**src/rtl/bcu_pkg.sv**
```systemverilog
// ----------------------------------------------------------------------------
// bcu_pkg: shared constants for the bilinear chroma upsampler
// Field widths, register indexes, reset values and parameter defaults.
// ----------------------------------------------------------------------------
package bcu_pkg;

   // transaction field widths
   localparam int SRC_ROW_BITS   = 10;
   localparam int SRC_COL_BITS   = 10;
   localparam int SAMPLE_F_BITS  = 16;
   localparam int DST_ROW_BITS   = 11;
   localparam int DST_COL_BITS   = 11;
   localparam int VALUE_BITS     = 16;

   // configuration registers
   localparam int SRC_DIM_BITS   = 11;
   localparam int DST_DIM_BITS   = 12;
   localparam int CSR_IDX_BITS   = 2;
   localparam int CSR_DATA_BITS  = 12;

   localparam logic [CSR_IDX_BITS-1:0] CSR_SRC_WIDTH  = 2'd0;
   localparam logic [CSR_IDX_BITS-1:0] CSR_SRC_HEIGHT = 2'd1;
   localparam logic [CSR_IDX_BITS-1:0] CSR_DST_WIDTH  = 2'd2;
   localparam logic [CSR_IDX_BITS-1:0] CSR_DST_HEIGHT = 2'd3;

   localparam logic [SRC_DIM_BITS-1:0] RST_SRC_WIDTH  = 11'd960;
   localparam logic [SRC_DIM_BITS-1:0] RST_SRC_HEIGHT = 11'd540;
   localparam logic [DST_DIM_BITS-1:0] RST_DST_WIDTH  = 12'd1920;
   localparam logic [DST_DIM_BITS-1:0] RST_DST_HEIGHT = 12'd1080;

   // command codes
   localparam logic CMD_WRITE = 1'b0;
   localparam logic CMD_READ  = 1'b1;

   // parameter defaults
   localparam int DEF_MAX_SRC_WIDTH  = 1024;
   localparam int DEF_MAX_SRC_HEIGHT = 1024;
   localparam int DEF_MAX_DST_WIDTH  = 2048;
   localparam int DEF_MAX_DST_HEIGHT = 2048;
   localparam int DEF_SAMPLE_BITS    = 16;

endpackage

```
**src/rtl/bcu_div.sv**
```systemverilog
// ----------------------------------------------------------------------------
// bcu_div: shared restoring divider
// One quotient bit per cycle; quotient must be known to fit in QB bits.
// ----------------------------------------------------------------------------
module bcu_div
   import bcu_pkg::*;
#(
   parameter int DVB = 60,
   parameter int QB  = 16
) (
   input  logic           clock,
   input  logic           reset,
   input  logic           start,
   input  logic [DVB-1:0] dividend,
   input  logic [DVB-1:0] divisor,
   output logic           done,
   output logic [QB-1:0]  quot,
   output logic [DVB-1:0] rem
);

   localparam int CB = $clog2(QB + 1);

   logic [DVB-1:0] rem_ff, rem_in;
   logic [DVB-1:0] dsh_ff, dsh_in;
   logic [QB-1:0]  quot_ff, quot_in;
   logic [CB-1:0]  cnt_ff, cnt_in;
   logic           busy_ff, busy_in;
   logic           done_ff, done_in;
   logic           ge;

   // one compare and subtract per step
   assign ge = (rem_ff >= dsh_ff);

   always_comb begin
      rem_in  = rem_ff;
      dsh_in  = dsh_ff;
      quot_in = quot_ff;
      cnt_in  = cnt_ff;
      busy_in = busy_ff;
      done_in = done_ff;
      if (start) begin
         rem_in  = dividend;
         dsh_in  = divisor << (QB - 1);
         quot_in = '0;
         cnt_in  = CB'(QB);
         busy_in = 1'b1;
         done_in = 1'b0;
      end else if (busy_ff) begin
         rem_in  = ge ? (rem_ff - dsh_ff) : rem_ff;
         dsh_in  = dsh_ff >> 1;
         quot_in = {quot_ff[QB-2:0], ge};
         cnt_in  = cnt_ff - CB'(1);
         if (cnt_ff == CB'(1)) begin
            busy_in = 1'b0;
            done_in = 1'b1;
         end
      end
   end

   always_ff @(posedge clock) begin
      if (reset) begin
         busy_ff <= 1'b0;
         done_ff <= 1'b0;
         cnt_ff  <= '0;
      end else begin
         busy_ff <= busy_in;
         done_ff <= done_in;
         cnt_ff  <= cnt_in;
      end
      rem_ff  <= rem_in;
      dsh_ff  <= dsh_in;
      quot_ff <= quot_in;
   end

   assign done = done_ff;
   assign quot = quot_ff;
   assign rem  = rem_ff;

endmodule

```
**config.mk**
```make
export PLATFORM = sky130hd
export DESIGN_NAME = bcu_div
export DESIGN_NICKNAME = d
export VERILOG_FILES = /design/src/rtl/bcu_pkg.sv /design/src/rtl/bcu_div.sv
export SDC_FILE = /design/constraint.sdc
export NUM_CORES = 1
export LEC_CHECK = 0
export BUFFER_PORTS_ARGS = -buffer_cell sky130_fd_sc_hd__clkbuf_2
export CORE_ASPECT_RATIO = 1.4
export CORE_MARGIN = 10
export CORE_UTILIZATION = 55
export CTS_CLUSTER_SIZE = 20
export DETAILED_ROUTE_END_ITERATION = 16
export HOLD_SLACK_MARGIN = 0.02
export PLACE_DENSITY = 0.87
export SLEW_MARGIN = 20
export SYNTH_ARGS = -nofsm -noshare
export SYNTH_HDL_FRONTEND = slang
export SYNTH_SLANG_ARGS = --single-unit
export TNS_END_PERCENT = 100
```
**constraint.sdc**
```tcl
create_clock -name clock -period 18.9 [get_ports clock]
set_input_delay 1.89 -clock clock [delete_from_list [all_inputs] [get_ports clock]]
set_output_delay 1.89 -clock clock [all_outputs]
set_load 0.01 [all_outputs]
```
==> results of run 1 <==
sequential cells by signal, indices dropped and copies added, names as in the netlist:
| register | cells |
|---|---|
| quot | 16 |
| cnt_ff | 5 |
| rem | 60 |
| done | 1 |
| dsh_ff | 60 |
| busy_ff | 1 |
stage by stage:
stage	cells	hold WS, ps	setup slack (ps)	power [mW]
CTS	1499	477	14560	1.40
global placement	1467	452	14670	1.04
detailed placement	1467	462	14650	1.06
floorplan	1100	465	12000	0.886
finish	1499	472	14600	1.40
global route	1499	499	14310	1.49
worst register-to-register path, stage by stage (launching register included):
cell and delay (ps):
edfxtp_1 400, inv_1 90, ha_1 170, inv_1 60
fa_1 410, a21oi_1 250, o211ai_1 160, a21oi_1 350
a21oi_2 140, o211ai_1 260, nand2_1 200, a211o_1 330
a31oi_1 390, o21ai_4 340, buf_4 440
path summary, 6_finish.rpt:
| check | start | endpoint | slack [ps] |
|---|---|---|---|
| max | rem[0] | rem[45] | 14600 |
| max reg2reg | rem[0] | rem[45] | 14600 |
| min reg2reg | done | done | 470 |
| min | done | done | 470 |
cells by family after synthesis:
group | synth area share
DFF | 0.401
adders and majority gates | 0.0815
AOI/OAI and AO/OA | 0.235
xor gates and xnor gates | 0.0395
and+or+nand+nor | 0.149
buffers and inverters | 0.0558
muxes | 0.0376
power by group through the flow:
stage	logic [mW]	registers [mW]	clock network, mW
floorplan	0.433	0.453	0
global placement	0.605	0.437	0
detailed placement	0.617	0.440	0
CTS	0.625	0.434	0.338
global route	0.696	0.439	0.353
finish	0.634	0.434	0.336
routing by layer:
layer  GRT usage  part of all wire  up-vias  wire length (um)
met3      0.0484             0.061       80              1710
li1            -                 -     4314                 -
met5           0                 0        -                 0
met4       0.109             0.037        0              1040
met1       0.248              0.38     4179             10700
met2       0.419              0.52      345             14500
layout by cell type (no fill, tap or decap), types with 5 or more instances in the layout:
master	n
buf_4	5
and2_1	5
nor4_1	8
o21a_1	13
nor2b_1	5
a21oi_1	90
o211ai_1	8
inv_1	85
nor3_1	18
a211oi_1	11
inv_6	5
dfxtp_1	37
nand3_1	15
nand4_1	18
a311oi_1	7
a21o_1	31
nand2_1	130
xnor2_1	24
xor2_1	20
mux2_2	5
clkbuf_16	18
edfxtp_1	105
o21ai_0	70
nor3b_1	5
nor2_1	93
a22o_1	20
mux2i_1	31
ha_1	62
o21bai_1	23
clkbuf_2	183
o31ai_1	32
and3_1	9
cell type report:
class	instances	area share
well taps	236	0.0259
flip-flops and latches	143	0.344
clock inverters	13	0.00989
multi-input cells	814	0.467
repair buffers	189	0.0847
clock buffers	19	0.0408
inverters	85	0.0280
==> metrics.md, run 1 <==
| Metric | Value |
|---|---|
| Stages on the worst setup path | 14 |
| Final min period | 4300 ps |
| Maximum net fanout on the critical path | 36 |
| Headroom to the max-slew limit | 0.321 |
| Std-Cell Rows | 57 |
| Core Footprint | 0.0174 mm^2 |
| Synth async-reset ratio | 0 |
| Post-route core utilization | 0.655 |
| Endpoints failing hold | 0 |
| Die width | 133 um |
| Cells after synthesis | 1100 |
| Setup violations, final | 0 |
| Top delay family on crit path | compound AO/OA/AOI/OAI gates |
| Crit path capture type | register |
| DR vias | 8918 |
| Area after DPL | 0.0108 mm^2 |
| Global-route wire length before repair | 44200 um |
| CTS tree | yes |
| YS warnings | 0 |
| HP Class | reg -> reg |
| Setup total negative slack | 0 ps |
| FF+latch count, synth | 143 |
| Initial antenna violation count | 0 |
| Register-to-Register Path Depth | 14 |
| Largest cells by area after synthesis | edfxtp_1, ha_1, dfxtp_1 |
| LEAKAGE | 4.91 nW |
| Worst path slowest cell | buf_4 |
| Final non-filler cell area | 0.0114 mm^2 |
| CTS H-tree lvls | 4 |
| Vias in the first global route | 8986 |
| DIE AREA | 0.0235 mm^2 |
| Worst setup path class | reg -> reg |
| TritonCTS buffer count | 17 |
| Hold_buf cts | 0 |
| Hold path depth | 1 |
| Crit-path max cell delay | 430 ps |
| Fin. max-slew vios | 0 |
| Number of synthesized flops with an enable pin | 105 |
| Post-CTS Resized | 0 |
| Area of the multi-input gates | 0.00532 mm^2 |
| RSZ-0062 raised after global routing | no |
| Yosys top cell by area | edfxtp_1 |
| Post-synth top area share | 0.323 |
| Maximum clock path buffer count | 2 |
| Worst path cell trace | inv_1 -> ha_1 -> inv_1 -> fa_1 -> a21oi_1 -> o211ai_1 -> a21oi_1 -> a21oi_2 -> o211ai_1 -> nand2_1 -> a211o_1 -> a31oi_1 -> o21ai_4 -> buf_4 |
| Initial Util | 0.561 |
| Synthesized Nets | 1286 |
| Final net count | 1436 |
| Post-DRT Antenna Nets | 0 |
| Root Driver | clkbuf_16 |
| Worst Skew | 8.84 ps |
| Most frequent cells after synthesis | nand2_1, edfxtp_1, nor2_1 |
| Drc violations | 0 |
| Storage element area | 0.00392 mm^2 |
| Largest net degree at the start of global routing | 123 |
| RD Place Congestion | 0.917 |
| Synth Area per Inst | 8.87 um^2 |
| Main synth FF type | edfxtp_1 |
| Sequential share of power | 0.309 |
| WP data arrival | 4420 ps |
| Max-Cap Viols | 0 |
| Port-buffer cells | 184 |
| Comb power frac | 0.452 |
| Overflow after GRT | 0 |
| Routed WL | 27900 um |
| Initial DRT Pass Iterations | 8 |
| Power Dens Cells | 123 mW/mm^2 |
| Fill count | 1449 |
| Sequential area share after synthesis | 0.401 |
| Least-Margin Pin Slew | 1020 ps |
| Io pins | 200 |
| Worst skew pair latency | 440 ps |
| Clock-pin slew on the worst setup and hold paths | 60 ps |
| Worst setup SP type | register |
| CP bufs+invs | 3 |
| Via density | 5.95 |
| Synthesis-to-layout area growth | 16.7% |
| Period utilisation layout | 0.228 |
| FMAX | 232 MHz |
| Detailed Place HPWL | 20800 um |
| Psw | 571 uW |
| Setup Buffers After CTS | 0 |
| Drt wl/cell | 18.6 um |
| Pint | 833 uW |
| Share of cells above drive strength 1 | 0.194 |
| Switching Fraction | 0.407 |
| Worst vdd ir | 0.0604 mV |
| Distinct cells, synth | 64 |
| Top-count cell post-synth | nand2_1 |
| Starting DRT DRC Count | 829 |
| CP required | 19020 ps |
| Clk pwr share | 0.239 |
| Status | finished, final reports clean |
| Die H | 178 um |
| Clk sinks | 143 |
| Ant diodes | 0 |
| GRT Overall Usage | 0.230 |
| Mapped Area | 0.00976 mm^2 |
Note: power is estimated with default switching activity, not from simulation.
==> run 2, diff against run 1 <==
CORE_UTILIZATION = 51   (was 55)
PLACE_DENSITY = 0.85   (was 0.87)
clock period = 3.4 ns   (was 18.9 ns; I/O delays follow)
==> run 2 against run 1 <==
  * Die area increased by 6.8%
  * Register-to-register slack got worse by 14000 ps
  * Cell area grew 2.0%
  * Setup slack worse by 14000 ps
  * Critical path type unchanged
  * Critical endpoint is now rem[55]
  * Highest routed layer unchanged
==> metrics.md, run 2 (same netlist as run 1, synthesis figures left out) <==
| Metric | Value |
|---|---|
| Clk sinks | 143 (unchanged) |
| Drt wl/cell | 18.7 um (+0.58%) |
| Drc violations | 0 (unchanged) |
| Starting DRT DRC Count | 765 (-7.7%) |
| Synthesis-to-layout area growth | 19.1% |
| Port-buffer cells | 184 (unchanged) |
| Setup violations, final | 0 (unchanged) |
| Hold_buf cts | 0 (unchanged) |
| Post-route core utilization | 0.622 (-0.0323) |
| Crit path capture type | register |
| R2r startpoint | rem[1] |
| Initial DRT Pass Iterations | 5 (-3) |
| Fill count | 1606 (+11%) |
| Core Footprint | 0.0187 mm^2 (+7.3%) |
| Headroom to the max-slew limit | 0.495 (+0.174) |
| Detailed Place HPWL | 21600 um (+4.2%) |
| Std-Cell Rows | 59 (+3.5%) |
| Status | finished, final reports clean |
| GRT Overall Usage | 0.221 (-0.00879) |
| Power Dens Cells | 683 mW/mm^2 (+450%) |
| Global-route wire length before repair | 44700 um (+1.0%) |
| Worst Skew | 9.18 ps (+0.343 ps) |
| Worst vdd ir | 0.348 mV (+480%) |
| Via density | 5.86 (-1.6%) |
| Max-Cap Viols | 0 (unchanged) |
| DIE AREA | 0.0251 mm^2 (+6.8%) |
| Io pins | 200 (unchanged) |
| Final net count | 1450 (+0.97%) |
| Post-DRT Antenna Nets | 0 (unchanged) |
| Hold path depth | 2 (+1) |
| Overflow after GRT | 0 (unchanged) |
| Setup total negative slack | 0 ps (unchanged) |
| CTS H-tree lvls | 4 (unchanged) |
| Endpoints failing hold | 0 (unchanged) |
| Final Instance Count excl. Fillers | 1521 (+1.5%) |
| TritonCTS buffer count | 17 (unchanged) |
| RR Endpoint | rem[55] |
| FMAX | 304 MHz (+31%) |
| WP data arrival | 3450 ps (-970 ps) |
| Ant diodes | 0 (unchanged) |
| Least-Margin Pin Slew | 751 ps (-266 ps) |
| Fin. max-slew vios | 0 (unchanged) |
| Initial antenna violation count | 0 (unchanged) |
| RSZ-0062 raised after global routing | no |
| RD Place Congestion | 0.907 (-1.1%) |
| Initial Util | 0.522 (-0.0383) |
| DR vias | 8907 (-0.12%) |
| Clock-pin slew on the worst setup and hold paths | 60 ps (about the same) |
| Commonest non-fill, non-tap cell in the layout | clkbuf_2 |
| Register-to-Register Path Depth | 10 (-4) |
| Vias in the first global route | 9144 (+1.8%) |
| CP required | 3560 ps (-15460 ps) |
| Die H | 184 um (+3.4%) |
| Largest net degree at the start of global routing | 96 (-22%) |
| Routed WL | 28500 um (+2.1%) |
| Share of cells above drive strength 1 | 0.215 (+0.0214) |
| Hold endpoint | busy_ff |
| Die width | 137 um (+3.3%) |
| LEAKAGE | 4.99 nW (+1.5%) |
| Worst hold start | reset |
| Setup Buffers After CTS | 0 (unchanged) |
| Final min period | 3290 ps (-1020 ps) |
| Hold WS | 170 ps (-302 ps) |
| R2r setup slk | 110 ps (-14480 ps) |
| Period utilisation layout | 0.966 (+0.739) |
| HP Class | in -> reg |
| Maximum net fanout on the critical path | 4 (-89%) |
| Worst setup SP type | register |
| Most frequent cells in the layout | clkbuf_2, nand2_1, edfxtp_1 |
| Maximum clock path buffer count | 2 (unchanged) |
| Worst skew pair latency | 440 ps (about the same) |
| Inst Count DP | 1489 (+1.5%) |
| CTS tree | yes |
| Root Driver | clkbuf_16 |
| Worst setup path class | reg -> reg |
## run 2: cell types whose count changed in the layout (fill, tap and decap cells not counted), moves of 4 or more
| cell | previous run | this run |
|---|---|---|
| buf_4 | 5 | 17 |
| a21oi_1 | 90 | 86 |
| inv_8 | 4 | 0 |
| a21oi_2 | 1 | 5 |
## run 2: report_power, final
part | internal (mW) | total, mW | switching [mW]
clock | 1.10 | 1.87 | 0.774
combinational | 1.43 | 3.65 | 2.22
sequential | 2.25 | 2.41 | 0.168
## run 2: worst max-delay path: stages (launching register included)
cell and delay, ps:
edfxtp_1 450, ha_1 330, nor2b_1 150, o2111a_1 270, o2111a_1 280, o21ai_1 310
a311oi_2 200, o311a_2 470, o2111ai_1 280, and3_1 220, o31ai_2 60
## run 2: worst max-delay path by stage
stage | startpoint | end | slack (ps)
2_1_floorplan | rem[10] | rem[0] | 4
3_3_place_gp | rem[22] | rem[53] | 70
3_5_place_dp | rem[22] | rem[53] | -20
4_1_cts | rem[3] | rem[52] | 20
5_1_grt | dsh_ff[5] | rem[55] | 3
6_report | rem[1] | rem[55] | 110
## run 2: metrics by stage
stage / instance area (um^2) / setup slack, ps / total power, mW
final: 11600 / 114 / 7.94
after detailed placement: 11000 / -17.8 / 6.00
after global routing: 11600 / 3.37 / 8.43
after global placement: 11000 / 72.7 / 5.93
after floorplan: 9850 / 4.29 / 4.96
after CTS: 11600 / 24.5 / 7.90
## run 2: repair_timing
| item | CTS | global route |
|---|---|---|
| gates resized for setup | 1 | 7 |
| pin swaps | 0 | 2 |
| endpoints found under the setup margin | 1 | 59 |
## run 2: routing by layer
layer / part of all wire / vias to the layer above / track usage
met2: 0.50 / 363 / 0.384
met5: 0 / - / 0
li1: - / 4337 / -
met4: 0.048 / 0 / 0.124
met1: 0.38 / 4123 / 0.245
met3: 0.064 / 84 / 0.0435
## run 2: final cells by class
type                    instances  area (um^2)  area share
repair buffers                203         1090      0.0935
well taps                     244          305      0.0263
flip-flops and latches        143         3920       0.337
inverters                      85          319      0.0275
clock inverters                11          101     0.00872
clock buffers                  21          483      0.0416
multi-input cells             814         5410       0.466
==> run 3, diff against run 2 <==
--- a/config.mk
+++ b/config.mk
@@ -9,9 +9,10 @@
 export CORE_ASPECT_RATIO = 1.4
 export CORE_MARGIN = 10
-export CORE_UTILIZATION = 51
+export CORE_UTILIZATION = 55
+export CTS_CLUSTER_DIAMETER = 40
 export CTS_CLUSTER_SIZE = 20
 export DETAILED_ROUTE_END_ITERATION = 16
 export HOLD_SLACK_MARGIN = 0.02
-export PLACE_DENSITY = 0.85
+export PLACE_DENSITY = 0.87
 export SLEW_MARGIN = 20
 export SYNTH_ARGS = -nofsm -noshare
==> constraint.sdc (replaced) <==
create_clock -name clock -period 3.15 [get_ports clock]
set_input_delay 0.315 -clock clock [delete_from_list [all_inputs] [get_ports clock]]
set_output_delay 0.315 -clock clock [all_outputs]
set_load 0.02 [all_outputs]
==> run 3 against run 2 <==
  * The run now ends with setup timing left
  * Via count increased by 6.6%
  * Cell area increased by 7.1%
  * Critical path depth increased by 4
  * Sequential power increased by 8.7%
  * Wire length increased by 8.8%
  * Combinational power increased by 28%
==> metrics.md, run 3 (same netlist as run 1, synthesis figures left out) <==
| Metric | Value |
|---|---|
| Final min period | 3300 ps (+12.9 ps) |
| Comb power frac | 0.496 (+0.036) |
| Power Dens Cells | 759 mW/mm^2 (+11%) |
| Final net count | 1517 (+4.6%) |
| DIE AREA | 0.0235 mm^2 (-6.4%) |
| Switching Fraction | 0.414 (+0.0162) |
| Largest net degree at the start of global routing | 75 (-22%) |
| Area after DPL | 0.0114 mm^2 (+3.4%) |
| Period utilisation layout | 1.05 (+0.0808) |
| Die width | 133 um (-3.2%) |
| Initial Util | 0.561 (+0.0383) |
| Crit path capture type | register |
| Ant diodes | 0 (unchanged) |
| Io pins | 200 (unchanged) |
| Initial antenna violation count | 0 (unchanged) |
| FMAX | 303 MHz (-0.39%) |
| CP required | 3340 ps (-220 ps) |
| Overflow after GRT | 0 (unchanged) |
| Maximum net fanout on the critical path | 17 (+13) |
| HP Class | in -> reg |
| LEAKAGE | 5.36 nW (+7.5%) |
| Detailed Place HPWL | 22200 um (+2.7%) |
| Pint | 5.54 mW (+16%) |
| Failing checks | setup timing |
| Worst setup SP type | register |
| Initial DRT Pass Iterations | 6 (+1) |
| Clk pwr share | 0.226 (-0.010) |
| RSZ-0062 raised after global routing | yes |
| Drc violations | 0 (unchanged) |
| Register-to-Register Path Depth | 14 (+4) |
| Clk sinks | 143 (unchanged) |
| Die H | 178 um (-3.3%) |
| WP data arrival | 3490 ps (+40 ps) |
| Root Driver | clkbuf_16 |
| CTS H-tree lvls | 4 (unchanged) |
| Port-buffer cells | 184 (unchanged) |
| TritonCTS buffer count | 17 (unchanged) |
| Std-Cell Rows | 57 (-3.4%) |
| Status | complete, but fails checks |
| Psw | 3.91 mW (+24%) |
| Routed WL | 31000 um (+8.8%) |
| RD Place Congestion | 0.936 (+3.3%) |
| Worst vdd ir | 0.464 mV (+33%) |
| Fin. max-slew vios | 0 (unchanged) |
| Final non-filler cell area | 0.0124 mm^2 (+7.1%) |
| Hold path depth | 2 (unchanged) |
| CTS tree | yes |
| Vias in the first global route | 9366 (+2.4%) |
| Headroom to the max-slew limit | 0.564 (+0.0697) |
| Setup total negative slack | -8580 ps (-8580 ps) |
| Global-route wire length before repair | 46500 um (+4.0%) |
| Worst Skew | 12.1 ps (+2.93 ps) |
| Sequential share of power | 0.278 (-0.026) |
| Maximum clock path buffer count | 2 (unchanged) |
| GRT Overall Usage | 0.242 (+0.0208) |
| Core Footprint | 0.0174 mm^2 (-6.8%) |
| Worst skew pair latency | 440 ps (about the same) |
| Post-DRT Antenna Nets | 0 (unchanged) |
| Starting DRT DRC Count | 1035 (+35%) |
| Final worst setup slack | -149 ps (-263 ps) |
| Hold_buf cts | 0 (unchanged) |
| Worst setup path class | reg -> reg |
| Commonest non-fill, non-tap cell in the layout | clkbuf_2 |
| DR vias | 9494 (+6.6%) |
| Via density | 6.01 (+2.6%) |
| Max-Cap Viols | 0 (unchanged) |
| Clock-pin slew on the worst setup and hold paths | 70 ps (about the same) |
| Drt wl/cell | 19.6 um (+4.8%) |
| Most frequent cells in the layout | clkbuf_2, nand2_1, edfxtp_1 |
| Setup violations, final | 67 (+67) |
| Least-Margin Pin Slew | 654 ps (-97.8 ps) |
| Endpoints failing hold | 0 (unchanged) |
| Synthesis-to-layout area growth | 27.5% |
| Share of cells above drive strength 1 | 0.278 (+0.0629) |
[run 3: power by group through the flow]
stage	logic, mW	registers [mW]	clock network [mW]
3_3_place_gp	4.17	2.63	0
6_report	4.69	2.62	2.14
2_1_floorplan	2.64	2.88	0
3_5_place_dp	4.23	2.64	0
5_1_grt	5.05	2.65	2.23
4_1_cts	4.30	2.60	2.14
[run 3: timing repair]
action	CTS	global route
gates cloned	0	2
resized for setup	4	54
pin swaps	3	26
setup endpoints to repair	63	88
setup buffers	1	15
[run 3: path summary, 6_finish.rpt]
check / endpoint / from / slack [ps]
max: rem[44] / rem[0] / -150
min: busy_ff / reset / 150
max reg2reg: rem[44] / rem[0] / -150
min reg2reg: done / done / 480
[run 3: worst max-delay path, cell delays in order (launching register included)]
cell and delay [ps]:
edfxtp_1 420, inv_2 110, ha_4 150, inv_2 40
fa_2 410, a21oi_2 190, o211ai_1 150, a21oi_2 200
a21oi_2 100, o211ai_1 260, nand2_1 110, a211o_1 330
a31oi_4 210, o21ai_4 140, buf_12 200
[run 3: cell type report]
cell class,count,area [um^2]
multi-input combinational,814,5660
fill,1319,4960
sequential,143,3920
timing repair buffer,270,1630
clock buffer,21,526
inverter,85,319
tap,236,295
clock inverter,11,100
[run 3: stage by stage]
step / worst slack [ps] / power, mW / util / hold slack (ps) / cells
floorplan: -326 / 5.52 / - / 384 / 1100
global placement: -102 / 6.80 / 0.654 / 451 / 1531
detailed placement: -88.4 / 6.87 / 0.654 / 465 / 1531
CTS: -15.0 / 9.05 / 0.691 / 148 / 1564
global route: -324 / 9.93 / 0.715 / 149 / 1580
finish: -149 / 9.45 / 0.715 / 150 / 1580
[run 3: routing by layer]
| layer | up-vias | GRT usage | share of wire |
|---|---|---|---|
| met5 | - | 0 | 0 |
| li1 | 4483 | - | - |
| met2 | 416 | 0.433 | 0.51 |
| met3 | 86 | 0.0543 | 0.066 |
| met1 | 4509 | 0.271 | 0.39 |
| met4 | 0 | 0.101 | 0.038 |
